## src/wps_pkg.sv

```systemverilog
package wps_pkg;

  localparam logic [31:0] TAG_RIFF = 32'h4646_4952;
  localparam logic [31:0] TAG_WAVE = 32'h4556_4157;
  localparam logic [31:0] TAG_FMT  = 32'h2074_6D66;
  localparam logic [31:0] TAG_DATA = 32'h6174_6164;

  localparam logic [4:0]  FMT_LAST_IDX  = 5'd15;
  localparam logic [31:0] FMT_BYTES     = 32'd16;
  localparam logic [15:0] FMT_PCM       = 16'd1;
  localparam logic [15:0] FMT_CHANNELS  = 16'd2;
  localparam logic [15:0] FMT_BITS      = 16'd16;

  localparam int unsigned DIV_STEPS = 32;
  localparam int unsigned DIV_CNT_W = $clog2(DIV_STEPS);

  typedef enum logic [2:0] {
    KIND_FRAME    = 3'd0,
    KIND_DONE     = 3'd1,
    KIND_BAD_RIFF = 3'd2,
    KIND_BAD_WAVE = 3'd3,
    KIND_BAD_FMT  = 3'd4
  } kind_t;

  typedef enum logic [3:0] {
    PH_RIFF  = 4'd0,
    PH_RSIZE = 4'd1,
    PH_WAVE  = 4'd2,
    PH_TAG   = 4'd3,
    PH_SIZE  = 4'd4,
    PH_FMT   = 4'd5,
    PH_SKIP  = 4'd6,
    PH_DATA  = 4'd7,
    PH_IDLE  = 4'd8
  } phase_t;

  typedef enum logic [1:0] {
    ST_RUN,
    ST_DIV,
    ST_DIV_END
  } ctrl_state_t;

  typedef struct packed {
    logic [7:0] data_byte;
    logic       end_of_file;
  } in_item_t;

  typedef struct packed {
    logic [2:0]         kind;
    logic signed [15:0] left_sample;
    logic signed [15:0] right_sample;
    logic [31:0]        rate_hz;
    logic               last;
  } out_item_t;

  typedef struct packed {
    logic accept;
    logic div_step;
    logic div_finish;
  } cmd_t;

  typedef struct packed {
    logic div_req;
    logic quot_zero;
    logic out_free;
  } status_t;

  function automatic out_item_t make_result(input kind_t kind, input logic [31:0] frame,
                                            input logic [31:0] rate, input logic last);
    out_item_t r;
    r.kind         = kind;
    r.left_sample  = (kind == KIND_FRAME) ? frame[15:0] : 16'sd0;
    r.right_sample = (kind == KIND_FRAME) ? frame[31:16] : 16'sd0;
    r.rate_hz      = rate;
    r.last         = last;
    return r;
  endfunction

endpackage

```

## src/wav_pcm_stereo_stream_parser_core.sv

```systemverilog
// A result appears in the output register in the cycle after its byte is accepted.
// Throughput: one byte per cycle while the output side keeps up; a byte that gives two
// items (last frame, or a frame cut by end of file) holds input until the second item
// leaves the pending stage. The last byte of the data chunk size starts a bit-serial
// frame-count divide that holds input, at most once per file. Reset (rst_n low,
// synchronous) clears all parse state and drops any items still held in the output stages.
module wav_pcm_stereo_stream_parser_core (
  input  logic               clk,
  input  logic               rst_n,
  input  logic               in_valid,
  output logic               in_ready,
  input  wps_pkg::in_item_t  in_data,
  output logic               out_valid,
  input  logic               out_ready,
  output wps_pkg::out_item_t out_data
);

  wps_pkg::cmd_t    cmd;
  wps_pkg::status_t status;

  wps_ctrl u_ctrl (
    .clk      (clk),
    .rst_n    (rst_n),
    .in_valid (in_valid),
    .in_ready (in_ready),
    .status   (status),
    .cmd      (cmd)
  );

  wps_datapath u_datapath (
    .clk       (clk),
    .rst_n     (rst_n),
    .in_data   (in_data),
    .cmd       (cmd),
    .status    (status),
    .out_ready (out_ready),
    .out_valid (out_valid),
    .out_data  (out_data)
  );

endmodule

```

## src/wps_ctrl.sv

```systemverilog
module wps_ctrl (
  input  logic             clk,
  input  logic             rst_n,
  input  logic             in_valid,
  output logic             in_ready,
  input  wps_pkg::status_t status,
  output wps_pkg::cmd_t    cmd
);

  wps_pkg::ctrl_state_t              state_r, state_nxt;
  logic [wps_pkg::DIV_CNT_W-1:0]     div_cnt_r, div_cnt_nxt;

  always_ff @(posedge clk) begin
    if (!rst_n) begin
      state_r   <= wps_pkg::ST_RUN;
      div_cnt_r <= '0;
    end else begin
      state_r   <= state_nxt;
      div_cnt_r <= div_cnt_nxt;
    end
  end

  always_comb begin
    state_nxt      = state_r;
    div_cnt_nxt    = div_cnt_r;
    in_ready       = 1'b0;
    cmd.accept     = 1'b0;
    cmd.div_step   = 1'b0;
    cmd.div_finish = 1'b0;
    unique case (state_r)
      wps_pkg::ST_RUN: begin
        in_ready   = status.out_free;
        cmd.accept = in_valid && status.out_free;
        if (cmd.accept && status.div_req) begin
          div_cnt_nxt = '0;
          state_nxt   = wps_pkg::ST_DIV;
        end
      end
      wps_pkg::ST_DIV: begin
        cmd.div_step = 1'b1;
        div_cnt_nxt  = div_cnt_r + 1'b1;
        if (div_cnt_r == wps_pkg::DIV_CNT_W'(wps_pkg::DIV_STEPS - 1)) begin
          state_nxt = wps_pkg::ST_DIV_END;
        end
      end
      wps_pkg::ST_DIV_END: begin
        // a zero frame count pushes a done item, so wait for a free slot
        if (!status.quot_zero || status.out_free) begin
          cmd.div_finish = 1'b1;
          state_nxt      = wps_pkg::ST_RUN;
        end
      end
      default: state_nxt = wps_pkg::ST_RUN;
    endcase
  end

endmodule

```

## src/wps_datapath.sv

```systemverilog
module wps_datapath (
  input  logic               clk,
  input  logic               rst_n,
  input  wps_pkg::in_item_t  in_data,
  input  wps_pkg::cmd_t      cmd,
  output wps_pkg::status_t   status,
  input  logic               out_ready,
  output logic               out_valid,
  output wps_pkg::out_item_t out_data
);

  // parse state
  wps_pkg::phase_t phase_r, phase_stp, phase_nxt;
  logic [31:0] field_shift_r, fs_stp, fs_nxt;
  logic [4:0]  byte_idx_r, bi_stp, bi_nxt;
  logic [31:0] chunk_tag_r, tag_stp, tag_nxt;
  logic [31:0] bytes_rem_r, rem_stp, rem_nxt;
  logic [15:0] format_code_r, fcode_stp, fcode_nxt;
  logic [15:0] channels_r, chan_stp, chan_nxt;
  logic [31:0] rate_r, rate_stp, rate_nxt;
  logic [15:0] block_align_r, align_stp, align_nxt;
  logic [15:0] bits_r, bits_stp, bits_nxt;
  logic [31:0] frames_r, frames_stp, frames_nxt;

  // divider
  logic [31:0] div_q_r;
  logic [15:0] div_rem_r;
  logic [16:0] div_trial;
  logic        div_ge;

  // output slot plus one pending item
  logic               out_valid_r, pend_valid_r;
  wps_pkg::out_item_t out_data_r, pend_r;

  logic [7:0]         b;
  logic               eof;
  logic [31:0]        fs_base, fs_new;
  logic               quad;
  logic               fmt_bad;
  logic               div_raw;
  logic [31:0]        skip_dec;
  logic [31:0]        fmt_rem;
  logic [31:0]        frames_dec;
  logic [31:0]        rate_put;
  wps_pkg::kind_t     eof_kind;
  logic               r0_v, r1_v;
  wps_pkg::out_item_t r0, r1, eof_item;

  always_comb begin
    b       = in_data.data_byte;
    eof     = in_data.end_of_file;
    fs_base = (byte_idx_r == 5'd0) ? 32'd0 : field_shift_r;
    fs_new  = fs_base | ({24'd0, b} << {byte_idx_r[1:0], 3'b000});
    quad    = byte_idx_r >= 5'd3;
    fmt_bad = (block_align_r == 16'd0) || (format_code_r != wps_pkg::FMT_PCM) ||
              (channels_r != wps_pkg::FMT_CHANNELS) || (bits_r != wps_pkg::FMT_BITS);
    skip_dec   = (bytes_rem_r != 32'd0) ? bytes_rem_r - 32'd1 : 32'd0;
    fmt_rem    = (bytes_rem_r > wps_pkg::FMT_BYTES) ? bytes_rem_r - wps_pkg::FMT_BYTES : 32'd0;
    frames_dec = (frames_r != 32'd0) ? frames_r - 32'd1 : 32'd0;
    rate_put   = (byte_idx_r[1:0] == 2'd0) ? {24'd0, b}
                 : rate_r | ({24'd0, b} << {byte_idx_r[1:0], 3'b000});

    phase_stp  = phase_r;
    fs_stp     = field_shift_r;
    bi_stp     = byte_idx_r;
    tag_stp    = chunk_tag_r;
    rem_stp    = bytes_rem_r;
    fcode_stp  = format_code_r;
    chan_stp   = channels_r;
    rate_stp   = rate_r;
    align_stp  = block_align_r;
    bits_stp   = bits_r;
    frames_stp = frames_r;
    div_raw    = 1'b0;
    r0_v       = 1'b0;
    r1_v       = 1'b0;
    r0         = '0;
    r1         = '0;

    if (phase_r < wps_pkg::PH_FMT || phase_r == wps_pkg::PH_DATA) begin
      fs_stp = fs_new;
    end

    unique case (phase_r)
      wps_pkg::PH_RIFF, wps_pkg::PH_RSIZE, wps_pkg::PH_WAVE, wps_pkg::PH_TAG: begin
        if (!quad) begin
          bi_stp = byte_idx_r + 5'd1;
        end else begin
          bi_stp = 5'd0;
          fs_stp = 32'd0;
          priority case (phase_r)
            wps_pkg::PH_RIFF: begin
              if (fs_new != wps_pkg::TAG_RIFF) begin
                r0_v      = 1'b1;
                r0        = wps_pkg::make_result(wps_pkg::KIND_BAD_RIFF, 32'd0, rate_r, 1'b1);
                phase_stp = wps_pkg::PH_IDLE;
              end else begin
                phase_stp = wps_pkg::PH_RSIZE;
              end
            end
            wps_pkg::PH_RSIZE: phase_stp = wps_pkg::PH_WAVE;
            wps_pkg::PH_WAVE: begin
              if (fs_new != wps_pkg::TAG_WAVE) begin
                r0_v      = 1'b1;
                r0        = wps_pkg::make_result(wps_pkg::KIND_BAD_WAVE, 32'd0, rate_r, 1'b1);
                phase_stp = wps_pkg::PH_IDLE;
              end else begin
                phase_stp = wps_pkg::PH_TAG;
              end
            end
            default: begin
              tag_stp   = fs_new;
              phase_stp = wps_pkg::PH_SIZE;
            end
          endcase
        end
      end
      wps_pkg::PH_SIZE: begin
        rem_stp = fs_new;
        if (!quad) begin
          bi_stp = byte_idx_r + 5'd1;
        end else begin
          bi_stp = 5'd0;
          fs_stp = 32'd0;
          if (chunk_tag_r == wps_pkg::TAG_FMT) begin
            phase_stp = wps_pkg::PH_FMT;
          end else if (chunk_tag_r == wps_pkg::TAG_DATA) begin
            if (fmt_bad) begin
              r0_v      = 1'b1;
              r0        = wps_pkg::make_result(wps_pkg::KIND_BAD_FMT, 32'd0, rate_r, 1'b1);
              phase_stp = wps_pkg::PH_IDLE;
            end else begin
              // frame count comes from the divider; a zero count ends the file there
              div_raw   = 1'b1;
              phase_stp = wps_pkg::PH_DATA;
            end
          end else begin
            phase_stp = (fs_new == 32'd0) ? wps_pkg::PH_TAG : wps_pkg::PH_SKIP;
          end
        end
      end
      wps_pkg::PH_FMT: begin
        priority if (byte_idx_r < 5'd2) begin
          fcode_stp = byte_idx_r[0] ? (format_code_r | {b, 8'd0}) : {8'd0, b};
        end else if (byte_idx_r < 5'd4) begin
          chan_stp = byte_idx_r[0] ? (channels_r | {b, 8'd0}) : {8'd0, b};
        end else if (byte_idx_r < 5'd8) begin
          rate_stp = rate_put;
        end else if (byte_idx_r < 5'd12) begin
          // byte rate: drop
        end else if (byte_idx_r < 5'd14) begin
          align_stp = byte_idx_r[0] ? (block_align_r | {b, 8'd0}) : {8'd0, b};
        end else begin
          bits_stp = byte_idx_r[0] ? (bits_r | {b, 8'd0}) : {8'd0, b};
        end
        if (byte_idx_r != wps_pkg::FMT_LAST_IDX) begin
          bi_stp = byte_idx_r + 5'd1;
        end else begin
          bi_stp    = 5'd0;
          fs_stp    = 32'd0;
          rem_stp   = fmt_rem;
          phase_stp = (fmt_rem == 32'd0) ? wps_pkg::PH_TAG : wps_pkg::PH_SKIP;
        end
      end
      wps_pkg::PH_SKIP: begin
        rem_stp = skip_dec;
        if (skip_dec == 32'd0) begin
          phase_stp = wps_pkg::PH_TAG;
          bi_stp    = 5'd0;
          fs_stp    = 32'd0;
        end
      end
      wps_pkg::PH_DATA: begin
        if (!quad) begin
          bi_stp = byte_idx_r + 5'd1;
        end else begin
          bi_stp     = 5'd0;
          fs_stp     = 32'd0;
          frames_stp = frames_dec;
          r0_v       = 1'b1;
          r0         = wps_pkg::make_result(wps_pkg::KIND_FRAME, fs_new, rate_r, 1'b0);
          if (frames_dec == 32'd0) begin
            r1_v      = 1'b1;
            r1        = wps_pkg::make_result(wps_pkg::KIND_DONE, 32'd0, rate_r, 1'b1);
            phase_stp = wps_pkg::PH_IDLE;
          end
        end
      end
      wps_pkg::PH_IDLE: begin
        // hold until end of file
      end
      default: begin
      end
    endcase

    priority if (phase_stp == wps_pkg::PH_RIFF) begin
      eof_kind = wps_pkg::KIND_BAD_RIFF;
    end else if (phase_stp == wps_pkg::PH_RSIZE || phase_stp == wps_pkg::PH_WAVE) begin
      eof_kind = wps_pkg::KIND_BAD_WAVE;
    end else if (phase_stp == wps_pkg::PH_SIZE && tag_stp == wps_pkg::TAG_DATA && fmt_bad) begin
      eof_kind = wps_pkg::KIND_BAD_FMT;
    end else begin
      eof_kind = wps_pkg::KIND_DONE;
    end
    eof_item = wps_pkg::make_result(eof_kind, 32'd0, rate_stp, 1'b1);

    if (eof && phase_stp != wps_pkg::PH_IDLE) begin
      if (r0_v) begin
        r1_v = 1'b1;
        r1   = eof_item;
      end else begin
        r0_v = 1'b1;
        r0   = eof_item;
      end
    end

    if (eof) begin
      phase_nxt  = wps_pkg::PH_RIFF;
      fs_nxt     = 32'd0;
      bi_nxt     = 5'd0;
      tag_nxt    = 32'd0;
      rem_nxt    = 32'd0;
      fcode_nxt  = 16'd0;
      chan_nxt   = 16'd0;
      rate_nxt   = 32'd0;
      align_nxt  = 16'd0;
      bits_nxt   = 16'd0;
      frames_nxt = 32'd0;
    end else begin
      phase_nxt  = phase_stp;
      fs_nxt     = fs_stp;
      bi_nxt     = bi_stp;
      tag_nxt    = tag_stp;
      rem_nxt    = rem_stp;
      fcode_nxt  = fcode_stp;
      chan_nxt   = chan_stp;
      rate_nxt   = rate_stp;
      align_nxt  = align_stp;
      bits_nxt   = bits_stp;
      frames_nxt = frames_stp;
    end
  end

  assign div_trial = {div_rem_r, div_q_r[31]};
  assign div_ge    = div_trial >= {1'b0, block_align_r};

  assign status.div_req   = div_raw && !eof;
  assign status.quot_zero = div_q_r == 32'd0;
  assign status.out_free  = !pend_valid_r && (!out_valid_r || out_ready);

  always_ff @(posedge clk) begin
    if (!rst_n) begin
      phase_r       <= wps_pkg::PH_RIFF;
      field_shift_r <= 32'd0;
      byte_idx_r    <= 5'd0;
      chunk_tag_r   <= 32'd0;
      bytes_rem_r   <= 32'd0;
      format_code_r <= 16'd0;
      channels_r    <= 16'd0;
      rate_r        <= 32'd0;
      block_align_r <= 16'd0;
      bits_r        <= 16'd0;
      frames_r      <= 32'd0;
    end else if (cmd.accept) begin
      phase_r       <= phase_nxt;
      field_shift_r <= fs_nxt;
      byte_idx_r    <= bi_nxt;
      chunk_tag_r   <= tag_nxt;
      bytes_rem_r   <= rem_nxt;
      format_code_r <= fcode_nxt;
      channels_r    <= chan_nxt;
      rate_r        <= rate_nxt;
      block_align_r <= align_nxt;
      bits_r        <= bits_nxt;
      frames_r      <= frames_nxt;
    end else if (cmd.div_finish) begin
      frames_r <= div_q_r;
      if (div_q_r == 32'd0) begin
        phase_r <= wps_pkg::PH_IDLE;
      end
    end
  end

  // restoring divide, one quotient bit per cycle
  always_ff @(posedge clk) begin
    if (cmd.accept && status.div_req) begin
      div_q_r   <= fs_new;
      div_rem_r <= 16'd0;
    end else if (cmd.div_step) begin
      div_q_r   <= {div_q_r[30:0], div_ge};
      div_rem_r <= div_ge ? 16'(div_trial - {1'b0, block_align_r}) : div_trial[15:0];
    end
  end

  always_ff @(posedge clk) begin
    if (!rst_n) begin
      out_valid_r  <= 1'b0;
      pend_valid_r <= 1'b0;
    end else if (cmd.accept) begin
      out_valid_r  <= r0_v;
      pend_valid_r <= r1_v;
    end else if (cmd.div_finish && status.quot_zero) begin
      out_valid_r <= 1'b1;
    end else if (!out_valid_r || out_ready) begin
      out_valid_r  <= pend_valid_r;
      pend_valid_r <= 1'b0;
    end
  end

  always_ff @(posedge clk) begin
    if (cmd.accept) begin
      out_data_r <= r0;
      pend_r     <= r1;
    end else if (cmd.div_finish && status.quot_zero) begin
      out_data_r <= wps_pkg::make_result(wps_pkg::KIND_DONE, 32'd0, rate_r, 1'b1);
    end else if (!out_valid_r || out_ready) begin
      out_data_r <= pend_r;
    end
  end

  assign out_valid = out_valid_r;
  assign out_data  = out_data_r;

endmodule

```

## config.mk

```make
export PLATFORM = sky130hd
export DESIGN_NAME = wav_pcm_stereo_stream_parser_core
export DESIGN_NICKNAME = d
export VERILOG_FILES = /design/src/wps_pkg.sv /design/src/wav_pcm_stereo_stream_parser_core.sv /design/src/wps_ctrl.sv /design/src/wps_datapath.sv
export SDC_FILE = /design/constraint.sdc
export NUM_CORES = 1
export LEC_CHECK = 0
export BUFFER_PORTS_ARGS = -buffer_cell sky130_fd_sc_hd__buf_2
export CAP_MARGIN = 20
export CORE_MARGIN = 4
export CORE_UTILIZATION = 26
export CTS_BUF_LIST = sky130_fd_sc_hd__clkbuf_8 sky130_fd_sc_hd__clkbuf_16
export DETAILED_ROUTE_END_ITERATION = 7
export HOLD_SLACK_MARGIN = 0.12
export PLACE_DENSITY = 0.42
export SLEW_MARGIN = 20
export SYNTH_ARGS = -nofsm -noshare
export SYNTH_HDL_FRONTEND = slang
export SYNTH_SLANG_ARGS = --single-unit
export TNS_END_PERCENT = 10
```

## constraint.sdc

```tcl
create_clock -name clk -period 17.6 [get_ports clk]
set_input_delay 3.52 -clock clk [delete_from_list [all_inputs] [get_ports clk]]
set_output_delay 3.52 -clock clk [all_outputs]
set_load 0.02 [all_outputs]
```

## Word level (Yosys, flattened, before mapping)

Cells that the tools add are included.

| storage, ports and cells | value |
|---|---|
| register bits | 426 |
| latch bits | 0 |
| bits in writable memories | 0 |
| ROM bits | 0 |
| input bits | 13 |
| output and inout bits | 70 |
| logic and storage cells | 285 |
| memories kept | 0 |

| cells by class | value |
|---|---|
| add/sub/neg operators | 6 |
| multipliers | 0 |
| div/mod/pow operators | 0 |
| order comparisons | 9 |
| equal/unequal tests | 36 |
| shift-type cells | 1 |
| mux-type cells | 141 |
| bitwise gates (word level) | 6 |
| reductions and logical operators | 59 |

Operators with widths:

| operator | number |
|---|---|
| 2-to-1 mux 68 bit | 14 |
| 2-to-1 mux 32 bit | 28 |
| 2-to-1 mux 16 bit | 26 |
| case mux 68 bit (3 select lines) | 1 |
| case mux 32 bit (3 select lines) | 2 |
| logical NOT 32 bit | 5 |
| case mux 68 bit (2 select lines) | 1 |
| 2-to-1 mux 67 bit | 2 |
| 2-to-1 mux 66 bit | 1 |
| 2-to-1 mux 65 bit | 1 |
| equality test 32 x 31 -> 1 bit (second input constant) | 2 |
| inequality test 32 x 31 -> 1 bit (second input constant) | 2 |
| OR 16 bit | 4 |
| OR 32 bit | 2 |
| nonzero test 32 bit | 2 |
| subtractor 32 x 1 -> 32 bit (second input constant) | 2 |
| 2-to-1 mux 4 bit | 15 |
| equality test 32 x 30 -> 1 bit (second input constant) | 1 |
| > comparator 32 x 5 -> 1 bit (second input constant) | 1 |
| left shift 8 x 5 -> 32 bit | 1 |
| subtractor 32 x 5 -> 32 bit (second input constant) | 1 |
| 2-to-1 mux 1 bit | 30 |
| 2-to-1 mux 5 bit | 5 |
| equality test 4 x 3 -> 1 bit (second input constant) | 5 |
| 48 further kinds | 104 |

## Logic depth before layout (Yosys ltp)

Gate-level depths: netlist (run 1).

| logic depth | value |
|---|---|
| depth after elaboration | 18 |
| gate-level depth with buffers | 20 |
| mapped depth without buffers | 14 |

## Cells and area by module

Synthesis (run 1) repeated with hierarchy kept, for this count alone.

| unflattened totals | value |
|---|---|
| cell total of the unflattened synthesis | 2520 |
| area total of the unflattened synthesis | 21464.3 µm² |

By module, submodules not included:

| module | times used | cells each | area an instance (µm²) | seq. area each (µm²) |
|---|---|---|---|---|
| wps_datapath | 1 | 2479 | 21094.0 | 9108.7 |
| wps_ctrl | 1 | 41 | 370.4 | 140.1 |

## Least setup slack after synthesis (run 1)

Ideal clock, no wire load.

| timing path | value |
|---|---|
| kind | input -> output |
| start point | input port out_ready |
| end point | output port in_ready |
| arrival time | 6.151 ns |
| required time | 14.080 ns |
| path slack | 7.929 ns |
| stages | 3 |
| buffers on the path | 0 |
| cells stage by stage | nand2b_1 nand2b_1 nor3_1 |

| between the ends | value |
|---|---|
| longest elaborated chain between the ends | 3 |

Ends and longest elaborated chain:

| element | line | source |
|---|---|---|
| start: declaration | wav_pcm_stereo_stream_parser_core.sv:14 | `input logic out_ready,` |
| logical OR 1 bit | wps_datapath.sv:249 | `assign status.out_free = !pend_valid_r && (!out_valid_r \|\| out_ready);` |
| logical AND 1 bit | wps_datapath.sv:249 |  |
| 2-to-1 mux 1 bit | wps_ctrl.sv:30 | `unique case (state_r)` |
| end: declaration | wav_pcm_stereo_stream_parser_core.sv:11 | `output logic in_ready,` |

Every way passes these cells.

## Worst setup path in the final report (run 1)

Same ends and word-level chain as after synthesis.

==> summary by stage, run 1 <==
CTS
The total clock sinks is 394. TritonCTS created 48 clock buffers. Clock latency on the worst-skew pair, taken at its later pin, is 0.62 ns. The clock tree root driver cell is sky130_fd_sc_hd__clkbuf_16. After clock tree synthesis, the clock-pin slew on the worst setup and hold paths is 0.06 ns. The H-tree level count is 2. The TritonCTS clock tree is yes. The count of cells resized by post-cts repair is 0. The post-CTS setup buffer count is 0. The clock passes through at most 3 buffers. Buffers inserted to repair hold after CTS numbered 0.

Finish
The final standard cell count with taps included and fillers excluded is ~3500. The area added between synthesis and finish is 15.6%. The final design instance area without fill is 0.0239 mm².

Summing all multi-input logic gate instances after layout gives 0.0106 mm². The total of fill cells in the finished design is approximately 8300. Cells with a size suffix above 1 make up approximately 11% of the layout. Summing all flip-flop and latch instances after layout gives 0.00925 mm².

The layout net count is 2423.

Status
The run finished with clean final reports.

Yosys
The warning count from the yosys run is 0. The number of cells produced by synthesis is 2364. The post-synthesis async set-or-reset flop share is 0%. The sequential cell area fraction in the yosys report is 44.7%. The flop and latch count out of synthesis is 394. The commonest cells after synthesis are sky130_fd_sc_hd__dfxtp_1 (258), sky130_fd_sc_hd__nor2_1 (240), sky130_fd_sc_hd__nand2_1 (182), sky130_fd_sc_hd__a21oi_1 (153), sky130_fd_sc_hd__clkbuf_1 (147). The commonest register cell after synthesis is sky130_fd_sc_hd__dfxtp_1. In the post-synthesis netlist, the biggest area contributors are sky130_fd_sc_hd__dfxtp_1 (25%), sky130_fd_sc_hd__edfxtp_1 (20%), sky130_fd_sc_hd__nor2_1 (4.4%). After synthesis, the mean cell area works out to about 8.7 µm².

The netlist uses 85 different library cells. The library cell with the largest summed area after synthesis is sky130_fd_sc_hd__dfxtp_1. The number of enable-type register cells in the synthesized netlist is 136.

sky130_fd_sc_hd__dfxtp_1 is the most common cell in the netlist. The share of the synthesized area in the top cell type is between 20% and 30%. The post-synthesis instance area is 0.0207 mm².

Route
Dividing the detail-routed wire length by the instance count gives around 22 µm. In this run, the number of DRC markers left after iteration 0 of detailed routing was 1880. After detailed routing, the number of remaining DRC violations is 0. The detailed-route wire length is 77400 µm. The number of vias in the routed layout is ~19000. Using the TritonRoute via totals, the vias-per-cell ratio works out to 5.37. The first-pass iteration count of the detailed router is 6. The number of nets still failing antenna checks after routing is 0.

Place
Before CTS, the worst setup slack after placement is 9.05 ns. The count of input and output buffers is 82. Summed over all nets, the half-perimeter wirelength after detailed placement is about 52000 µm. The placed standard-cell area is 0.0222 mm².

The congestion estimate from routability-driven global placement came to 0.889. Once placement completed, the tool counted placed cells totaling 3381.

Pwr
Sequential cells burn 43.9% of the power. Of the total power, combinational logic draws 10.6%. Summed over all nets, the switching power comes to between 0.5 and 0.6 mW. The maximum vdd ir drop is 0.0640 mV. The static leakage is 8.91 nW. Of the total power, the share spent switching nets is 26.7%. The internal portion of the total power is 1.64 mW.

The clock network fraction of total power is a little under half. The total power density per cell area is 93.8 mW/mm².

Timing
The final hold violation count was 0. Setup violations remaining at the end of the flow were counted as 0. Setup repair after global routing left no endpoint under its margin.

The worst path in the final design needs a cycle of 8.25 ns, including I/O delays and setup. Of the available clock period, the critical path in the final layout requires 46.8%. Static timing analysis puts the maximum clock frequency at 121 MHz.

The max-slew violation count is 0. On the final layout, the worst hold slack is 0.462 ns. On the final layout, the worst clock skew is about 0.038 ns. The setup slack of the critical path after layout is 9.35 ns. In this run the tightest slew margin relative to its limit is 27.0%. The slew at the pin closest to its max-slew limit is 1.09 ns. The setup TNS after final layout is 0 ns.

Setup path
At the worst endpoint, the required time is 14.08 ns. The startpoint kind of the worst setup timing path is an input pin. The kind of critical path is input pin to primary output.

The start of the worst register-to-register path is u_datapath.byte_idx_r[1]. The worst setup path startpoint is out_ready. The critical path arrival is 4.73 ns. Of all nets on the critical path, the largest fanout is 12. STA classifies the critical path endpoint as a primary output.

Floorplan
The number of rows created at floorplan is slightly above 100. The area of the core is just under 0.08 mm². Once the floorplan was initialized, standard cells occupied 26.2% of the core.

The number of primary I/O pins is 83. The die covers 0.0841 mm². The die height is around 290 µm.

The die outline width is around 290 µm.

Global routing
The largest net degree at the start of global routing is roughly 100. The overall routing resource usage is 17.6%. The initial antenna violation count is 4.

The number of global-route vias before repair is 17808. The first global-routing pass estimated 116000 µm of wire. After global routing the overflow that remains totals 0.

Flow run
Across the run, the number of max-cap violations was 0.

Worst hold path
The tightest min-delay check is of the flop to flop type. The startpoint identified for the worst hold timing path is u_ctrl.div_cnt_r[3].
## state kept, by name, summed over array words and instances, names as in the netlist, 4 cells and up
signal	count
u_datapath.out_data	68
u_ctrl.div_cnt_r	5
u_datapath.div_q_r	32
u_datapath.div_rem_r	16
u_datapath.phase_r	4
u_datapath.bytes_rem_r	32
u_datapath.byte_idx_r	5
u_datapath.chunk_tag_r	32
u_datapath.pend_r	36
u_datapath.field_shift_r	32
u_datapath.channels_r	16
u_datapath.frames_r	32
u_datapath.rate_r	32
u_datapath.bits_r	16
u_datapath.block_align_r	16
u_datapath.format_code_r	16
## placed cells by master (no fill, tap or decap), types with 14 or more instances in the layout
| cell type | n |
|---|---|
| sky130_fd_sc_hd__a21boi_0 | 19 |
| sky130_fd_sc_hd__a21oi_1 | 152 |
| sky130_fd_sc_hd__a221oi_1 | 16 |
| sky130_fd_sc_hd__a222oi_1 | 16 |
| sky130_fd_sc_hd__a22oi_1 | 112 |
| sky130_fd_sc_hd__a31oi_1 | 15 |
| sky130_fd_sc_hd__a41oi_1 | 15 |
| sky130_fd_sc_hd__and2_1 | 73 |
| sky130_fd_sc_hd__buf_2 | 81 |
| sky130_fd_sc_hd__buf_4 | 64 |
| sky130_fd_sc_hd__clkbuf_16 | 50 |
| sky130_fd_sc_hd__dfxtp_1 | 258 |
| sky130_fd_sc_hd__edfxtp_1 | 136 |
| sky130_fd_sc_hd__ha_1 | 28 |
| sky130_fd_sc_hd__inv_1 | 79 |
| sky130_fd_sc_hd__mux2i_1 | 20 |
| sky130_fd_sc_hd__nand2_1 | 182 |
| sky130_fd_sc_hd__nand3_1 | 27 |
| sky130_fd_sc_hd__nand3b_1 | 14 |
| sky130_fd_sc_hd__nand4_1 | 34 |
| sky130_fd_sc_hd__nor2_1 | 238 |
| sky130_fd_sc_hd__nor2b_1 | 113 |
| sky130_fd_sc_hd__nor3_1 | 58 |
| sky130_fd_sc_hd__nor3b_1 | 17 |
| sky130_fd_sc_hd__nor4_1 | 65 |
| sky130_fd_sc_hd__o21ai_0 | 145 |
| sky130_fd_sc_hd__o21ai_1 | 16 |
| sky130_fd_sc_hd__o22ai_1 | 18 |
| sky130_fd_sc_hd__o2bb2ai_1 | 33 |
| sky130_fd_sc_hd__o31ai_1 | 20 |
| sky130_fd_sc_hd__or3_1 | 19 |
| sky130_fd_sc_hd__or4_1 | 20 |
| sky130_fd_sc_hd__xnor2_1 | 18 |
| sky130_fd_sc_hd__xor2_1 | 17 |
## worst paths after layout
kind / endpoint / slack, ns / cells after the start
worst max register to register: u_datapath.out_data[9] / 11.55 / 13
worst max-delay path: in_ready / 9.35 / 5
worst min register to register: u_ctrl.div_cnt_r[3] / 0.46 / 1
worst min-delay path: u_ctrl.div_cnt_r[3] / 0.46 / 1
## layout make-up
class	instances	area share, %
Multi-Input combinational cell	1727	44.2
Sequential cell	394	38.7
Clock buffer	63	5.98
Tap cell	1050	5.50
Timing Repair Buffer	145	3.71
Inverter	65	1.02
Clock inverter	27	0.926
Antenna cell	1	0.0105
## through the flow
| stage | utilization, % | power [mW] |
|---|---|---|
| finish | 30.3 | 2.24 |
| floorplan | - | 1.16 |
| CTS | 30.3 | 2.27 |
| global route | 30.3 | 2.33 |
| detailed placement | 28.2 | 1.24 |
| global placement | 28.2 | 1.24 |
## kinds of logic (layout without fill, tap and decap cells)
logic type / count (synthesis) / after routing / synth area share [%]
xor gates and xnor gates: 35 / 35 / 1.48
and+or+nand+nor: 948 / 948 / 24.0
adders and majority gates: 29 / 29 / 1.79
AOI/OAI and AO/OA: 690 / 690 / 22.2
muxes: 23 / 23 / 1.13
other: 1 / 3 / 0.0181
buffers and inverters: 244 / 300 / 4.63
DFF: 394 / 394 / 44.7
## power groups by stage
stage | registers, mW | logic (mW) | clock network (mW)
3_5_place_dp | 1.00 | 0.237 | 0
5_1_grt | 0.989 | 0.262 | 1.08
4_1_cts | 0.986 | 0.238 | 1.05
3_3_place_gp | 1.01 | 0.236 | 0
6_report | 0.986 | 0.238 | 1.02
2_1_floorplan | 1.01 | 0.147 | 0
## routing by layer
metal  global-route usage [%]  vias to the layer above  wire (µm)
met3                     3.43                      114       5480
met5                        0                        -          0
met1                     25.2                     9041      35800
li1                         -                     8814          -
met2                     27.3                      676      34200
met4                     4.73                        0       1910
## critical path, stage by stage
cell and delay, ns:
sky130_fd_sc_hd__buf_2 0.08, sky130_fd_sc_hd__nand2b_4 0.22, sky130_fd_sc_hd__nand2b_1 0.25, sky130_fd_sc_hd__nor3_1 0.39, sky130_fd_sc_hd__buf_2 0.24
Power figures use the tool's default switching activity.
==> run 2: changes to the inputs <==
--- a/config.mk
+++ b/config.mk
@@ -5,6 +5,7 @@
 export SDC_FILE = /design/constraint.sdc
 export NUM_CORES = 1
 export LEC_CHECK = 0
+export ABC_AREA = 1
 export BUFFER_PORTS_ARGS = -buffer_cell sky130_fd_sc_hd__buf_2
 export CAP_MARGIN = 20
 export CORE_MARGIN = 4
==> constraint.sdc (replaced) <==
create_clock -name clk -period 8 [get_ports clk]
set_input_delay 1.6 -clock clk [delete_from_list [all_inputs] [get_ports clk]]
set_output_delay 1.6 -clock clk [all_outputs]
set_load 0.02 [all_outputs]
==> summary by stage, run 2 <==
Status
Outcome: finished clean (unchanged).

CTS
The TritonCTS clock tree is yes (unchanged). The number of buffers added to fix hold violations after cts is 0 (unchanged). The number of clock buffers inserted by TritonCTS is 50 (was 48). The post-CTS setup buffer count is 0 (unchanged). The H-tree level count came to 2 (unchanged). The clock slew seen by the registers of the worst setup and hold paths came to 0.06 ns (about the same).

The clock latency reported for the late side of the worst-skew pair was 0.62 ns (about the same). The clock tree root driver cell was sky130_fd_sc_hd__clkbuf_16 (unchanged). The total clock sinks is 394 (unchanged).

The count of cells resized by post-cts repair came to 0 (unchanged). The maximum clock insertion buffer count is 3 (unchanged).

Global routing
The number of global-route vias before repair is 21802 (was 17808). The overflow left after global routing is 0 (unchanged). The global-route wire length before repair was 141000 µm (was 116000 µm). The initial antenna violation count is 0 (was 4). The overall routing resource usage is 19.3% (was 17.6%).

The largest net degree at the start of global routing is 67 (was 103).

Worst hold path
The origin of the worst min-delay path is u_datapath.format_code_r[9] (was u_ctrl.div_cnt_r[3]). The worst hold path stage count is 2 (was 1). The type of the most critical hold path was flop to flop (unchanged).

The capture endpoint of the worst hold path is u_datapath.format_code_r[9] (was u_ctrl.div_cnt_r[3]).

Place
The count of input and output buffers is 82 (unchanged). The half-perimeter wire length after detailed placement is 64900 µm (was 52100 µm). The last weighted congestion value of the routability-driven placer is 0.906 (was 0.889).

Yosys
The library cell with the largest summed area after synthesis is sky130_fd_sc_hd__dfxtp_1 (unchanged). The commonest register cell after synthesis was sky130_fd_sc_hd__dfxtp_1 (unchanged). The sequential cell area fraction in the yosys report was 39.9% (was 44.7%). The post-synthesis instance area is 0.0232 mm² (was 0.0207 mm²).

The flop and latch count out of synthesis is 394 (unchanged). The cell with the most instances after synthesis is sky130_fd_sc_hd__nand2_1 (was sky130_fd_sc_hd__dfxtp_1). Top cells by instance count after synthesis: sky130_fd_sc_hd__nand2_1 (848), sky130_fd_sc_hd__nor2_1 (327), sky130_fd_sc_hd__inv_1 (318), sky130_fd_sc_hd__a21oi_1 (277), sky130_fd_sc_hd__dfxtp_1 (258) (was sky130_fd_sc_hd__dfxtp_1 (258), sky130_fd_sc_hd__nor2_1 (240), sky130_fd_sc_hd__nand2_1 (182), sky130_fd_sc_hd__a21oi_1 (153), sky130_fd_sc_hd__clkbuf_1 (147)). The warning count from the yosys run is 0 (unchanged). The average cell area after synthesis is 7.06 µm² (was 8.75 µm²).

The share of the synthesized area in the top cell type is 22.3% (was 25.0%). The number of cells produced by synthesis is 3282 (was 2364). Top post-synthesis cells by area: sky130_fd_sc_hd__dfxtp_1 (22%), sky130_fd_sc_hd__edfxtp_1 (18%), sky130_fd_sc_hd__nand2_1 (14%) (was sky130_fd_sc_hd__dfxtp_1 (25%), sky130_fd_sc_hd__edfxtp_1 (20%), sky130_fd_sc_hd__nor2_1 (4.4%)). The post-synthesis async set-or-reset flop share came to 0% (unchanged). The number of enable-type register cells in the synthesized netlist is 136 (unchanged). The post-synthesis cell type count came to 59 (was 85).

Pwr
The total power density per cell area is 218 mW/mm² (was 93.8 mW/mm²). The overall power consumption is 5.72 mW (was 2.24 mW). The switching share of power is 34.1% (was 26.7%). The clock network fraction of total power is 39.1% (was 45.4%). The fraction of power consumed by combinational cells is 21.8% (was 10.6%).

The total internal power is 3.77 mW (was 1.64 mW). The switching power total is 1.95 mW (was 0.599 mW). The sequential share of power was 39.1% (was 43.9%). The static leakage is 10.5 nW (was 8.91 nW). The maximum vdd ir drop came to 0.137 mV (was 0.0640 mV).

Floorplan
The number of primary I/O pins is 83 (unchanged). The number of rows created at floorplan is 109 (was 103). The die outline width came to 306 µm (was 290 µm). The area of the core was 0.0884 mm² (was 0.0789 mm²).

The initial core utilization is 26.2% (about the same). The die height is 306 µm (was 290 µm). The overall die area was 0.0939 mm² (was 0.0841 mm²).

Finish
The total of fill cells in the finished design is 9814 (was 8304). The layout net count is 3327 (was 2423). The area added between synthesis and finish came to 13.1% (was 15.6%). The number of flip-flops under the largest register name came to 68 (unchanged). The share of final-layout standard cells stronger than drive strength 1 is 9.92% (was 10.8%). Most frequent cells in the layout: sky130_fd_sc_hd__nand2_1 (847), sky130_fd_sc_hd__inv_1 (329), sky130_fd_sc_hd__nor2_1 (323) (was sky130_fd_sc_hd__dfxtp_1 (258), sky130_fd_sc_hd__nor2_1 (238), sky130_fd_sc_hd__nand2_1 (182)). The commonest non-fill, non-tap cell in the layout is sky130_fd_sc_hd__nand2_1 (was sky130_fd_sc_hd__dfxtp_1).

Setup path
The most frequent cell on the critical path is sky130_fd_sc_hd__nand2_1 (was sky130_fd_sc_hd__buf_2). The sort of element at the end of the critical path was a flop (was primary output). The internal reg-to-reg setup slack is 2.67 ns (was 11.55 ns). The startpoint kind of the worst setup timing path is a flop (was input pin). The critical path data required time came to 8.35 ns (was 14.08 ns). The capturing point of the worst reg2reg path is u_datapath.out_data[31] (was u_datapath.out_data[9]).

The slowest cell on the critical path is sky130_fd_sc_hd__a21boi_2 (was sky130_fd_sc_hd__nor3_1). The start of the worst register-to-register path is u_datapath.byte_idx_r[1] (unchanged). Cell Chain, Critical Path: inv_2 -> ha_1 -> inv_2 -> nor2_1 -> nand2_2 -> a21boi_2 -> nand2_1 -> nor2_1 -> nand2_1 -> nor2_2 -> nand2_1 -> nand2_1 -> nand2_1 -> nand2_1 -> nand2_1 -> inv_1 -> nand2_1 -> inv_2 -> buf_4 -> a21oi_2 -> nand2_1 -> nand2_1 (was buf_2 -> nand2b_4 -> nand2b_1 -> nor3_1 -> buf_2).

The count of cells along the worst register-to-register path is 22 (was 13). The biggest cell delay along the critical path is 0.94 ns (was 0.39 ns). The maximum fanout encountered on the critical timing path was 32 (was 12). The kind of critical path is flop to flop (was input pin to primary output).

The critical path arrival is 5.68 ns (was 4.73 ns). The buffer and inverter count on the worst path came to 5 (was 2). The top cell family by delay on the critical path is simple AND/OR/NAND/NOR gates (unchanged).

Route
The detailed-route wire length is 93200 µm (was 77400 µm). The number of design-rule violations left by the first detailed-router iteration was 1746 (was 1880). The first-pass iteration count of the detailed router is 6 (unchanged). The number of nets still failing antenna checks after routing is 0 (unchanged). The number of vias in the routed layout is 22686 (was 18645). The detail-routed via count per cell is 5.05 (was 5.37). The count of unresolved DRC violations after routing is 0 (unchanged).

The detailed-route wire length per cell was 20.7 µm (was 22.3 µm).

Timing
The slew at the pin closest to its max-slew limit is 1.00 ns (was 1.09 ns). The maximum clock rate is 188 MHz. The setup-violating endpoint count in the final report is 0 (unchanged). The final hold violation count is 0 (unchanged). RSZ-0062 raised after global routing: false (unchanged).

The setup TNS after final layout is 0 ns (unchanged). The max-slew violation count came to 0 (unchanged). The worst hold margin is 0.451 ns (was 0.462 ns). The final critical path time including I/O delays and setup is 5.33 ns. The ratio of final minimum period to clock period is 66.6%. The worst relative slew slack is 32.9% (was 27.0%). The worst clock skew on the final layout was 0.0363 ns (was 0.0378 ns).

Flow run
The number of max-cap violations came to 0 (unchanged).
==> run 2: cell types whose count changed after synthesis, moves of 35 or more <==
cell                      delta
sky130_fd_sc_hd__a21oi_1   +124
sky130_fd_sc_hd__inv_1     +254
sky130_fd_sc_hd__nor4_1     -52
sky130_fd_sc_hd__nor2b_1   -115
sky130_fd_sc_hd__o22ai_1    +35
sky130_fd_sc_hd__o21ai_0    +56
sky130_fd_sc_hd__a22oi_1    -85
sky130_fd_sc_hd__a21oi_2    +41
sky130_fd_sc_hd__nor2_1     +87
sky130_fd_sc_hd__nand3_1   +167
sky130_fd_sc_hd__and2_1     -66
sky130_fd_sc_hd__nand2_1   +666
==> run 2: kinds of logic after synthesis <==
kind of cell	after synthesis	synth area share [%]
compound gates	752	19.5
simple gates	1564	28.9
other cells	1	0.0162
buf+inv	509	8.86
flops	394	39.9
xor+xnor	33	1.25
fa+ha+maj	29	1.60
==> run 2: worst max path at each step <==
| stage | start | end | slack (ns) | cells after the start |
|---|---|---|---|---|
| after floorplan | out_ready | u_datapath.div_rem_r[11] | 3.17 | 12 |
| after CTS | u_datapath.byte_idx_r[1] | u_datapath.out_data[31] | 2.78 | 23 |
| after detailed placement | out_ready | u_datapath.frames_r[21] | 2.27 | 13 |
| final | u_datapath.byte_idx_r[1] | u_datapath.out_data[31] | 2.67 | 22 |
| after global routing | u_datapath.byte_idx_r[1] | u_datapath.out_data[25] | 2.34 | 23 |
| after global placement | out_ready | u_datapath.bytes_rem_r[10] | 2.45 | 12 |
==> run 2: power by group through the flow <==
stage / Combinational (mW) / Clock (mW) / Sequential (mW)
2_1_floorplan: 0.816 / 0 / 2.30
3_3_place_gp: 1.25 / 0 / 2.28
3_5_place_dp: 1.24 / 0 / 2.28
4_1_cts: 1.25 / 2.30 / 2.24
5_1_grt: 1.38 / 2.38 / 2.25
6_report: 1.25 / 2.24 / 2.24
==> run 2: per-layer routing <==
metal,vias up,share of wire [%],global-route usage [%]
li1,11085,-,-
met1,10768,47,27.3
met2,676,44,30.6
met3,157,5.2,2.40
met4,0,3.2,6.05
met5,-,0,0
==> run 2: final cells by class <==
class / count / area (µm²) / share of cell area, %
timing repair buffer: 119 / 696 / 2.65
multi-input combinational: 2380 / 11900 / 45.5
tap: 1165 / 1460 / 5.56
inverter: 340 / 1280 / 4.89
clock buffer: 55 / 1330 / 5.08
sequential: 394 / 9250 / 35.3
clock inverter: 38 / 268 / 1.02
antenna: 1 / 2.50 / 0.00955
==> run 2: worst register-to-register path: stages, from the launching register on <==
cell and delay, ns:
sky130_fd_sc_hd__dfxtp_1 0.49, sky130_fd_sc_hd__inv_2 0.35, sky130_fd_sc_hd__ha_1 0.25, sky130_fd_sc_hd__inv_2 0.05
sky130_fd_sc_hd__nor2_1 0.11, sky130_fd_sc_hd__nand2_2 0.55, sky130_fd_sc_hd__a21boi_2 0.95, sky130_fd_sc_hd__nand2_1 0.10
sky130_fd_sc_hd__nor2_1 0.20, sky130_fd_sc_hd__nand2_1 0.09, sky130_fd_sc_hd__nor2_2 0.16, sky130_fd_sc_hd__nand2_1 0.07
sky130_fd_sc_hd__nand2_1 0.06, sky130_fd_sc_hd__nand2_1 0.09, sky130_fd_sc_hd__nand2_1 0.09, sky130_fd_sc_hd__nand2_1 0.07
sky130_fd_sc_hd__inv_1 0.07, sky130_fd_sc_hd__nand2_1 0.11, sky130_fd_sc_hd__inv_2 0.66, sky130_fd_sc_hd__buf_4 0.37
sky130_fd_sc_hd__a21oi_2 0.08, sky130_fd_sc_hd__nand2_1 0.07, sky130_fd_sc_hd__nand2_1 0.05
==> run 2: through the flow <==
step	cells	util (%)	worst slack [ns]	area, µm²
2_1_floorplan	3283	-	3.17	23200
3_3_place_gp	4397	27.8	2.45	24600
3_5_place_dp	4398	27.8	2.27	24600
4_1_cts	4491	29.7	2.78	26200
5_1_grt	4491	29.7	2.34	26200
6_report	4492	29.7	2.67	26200
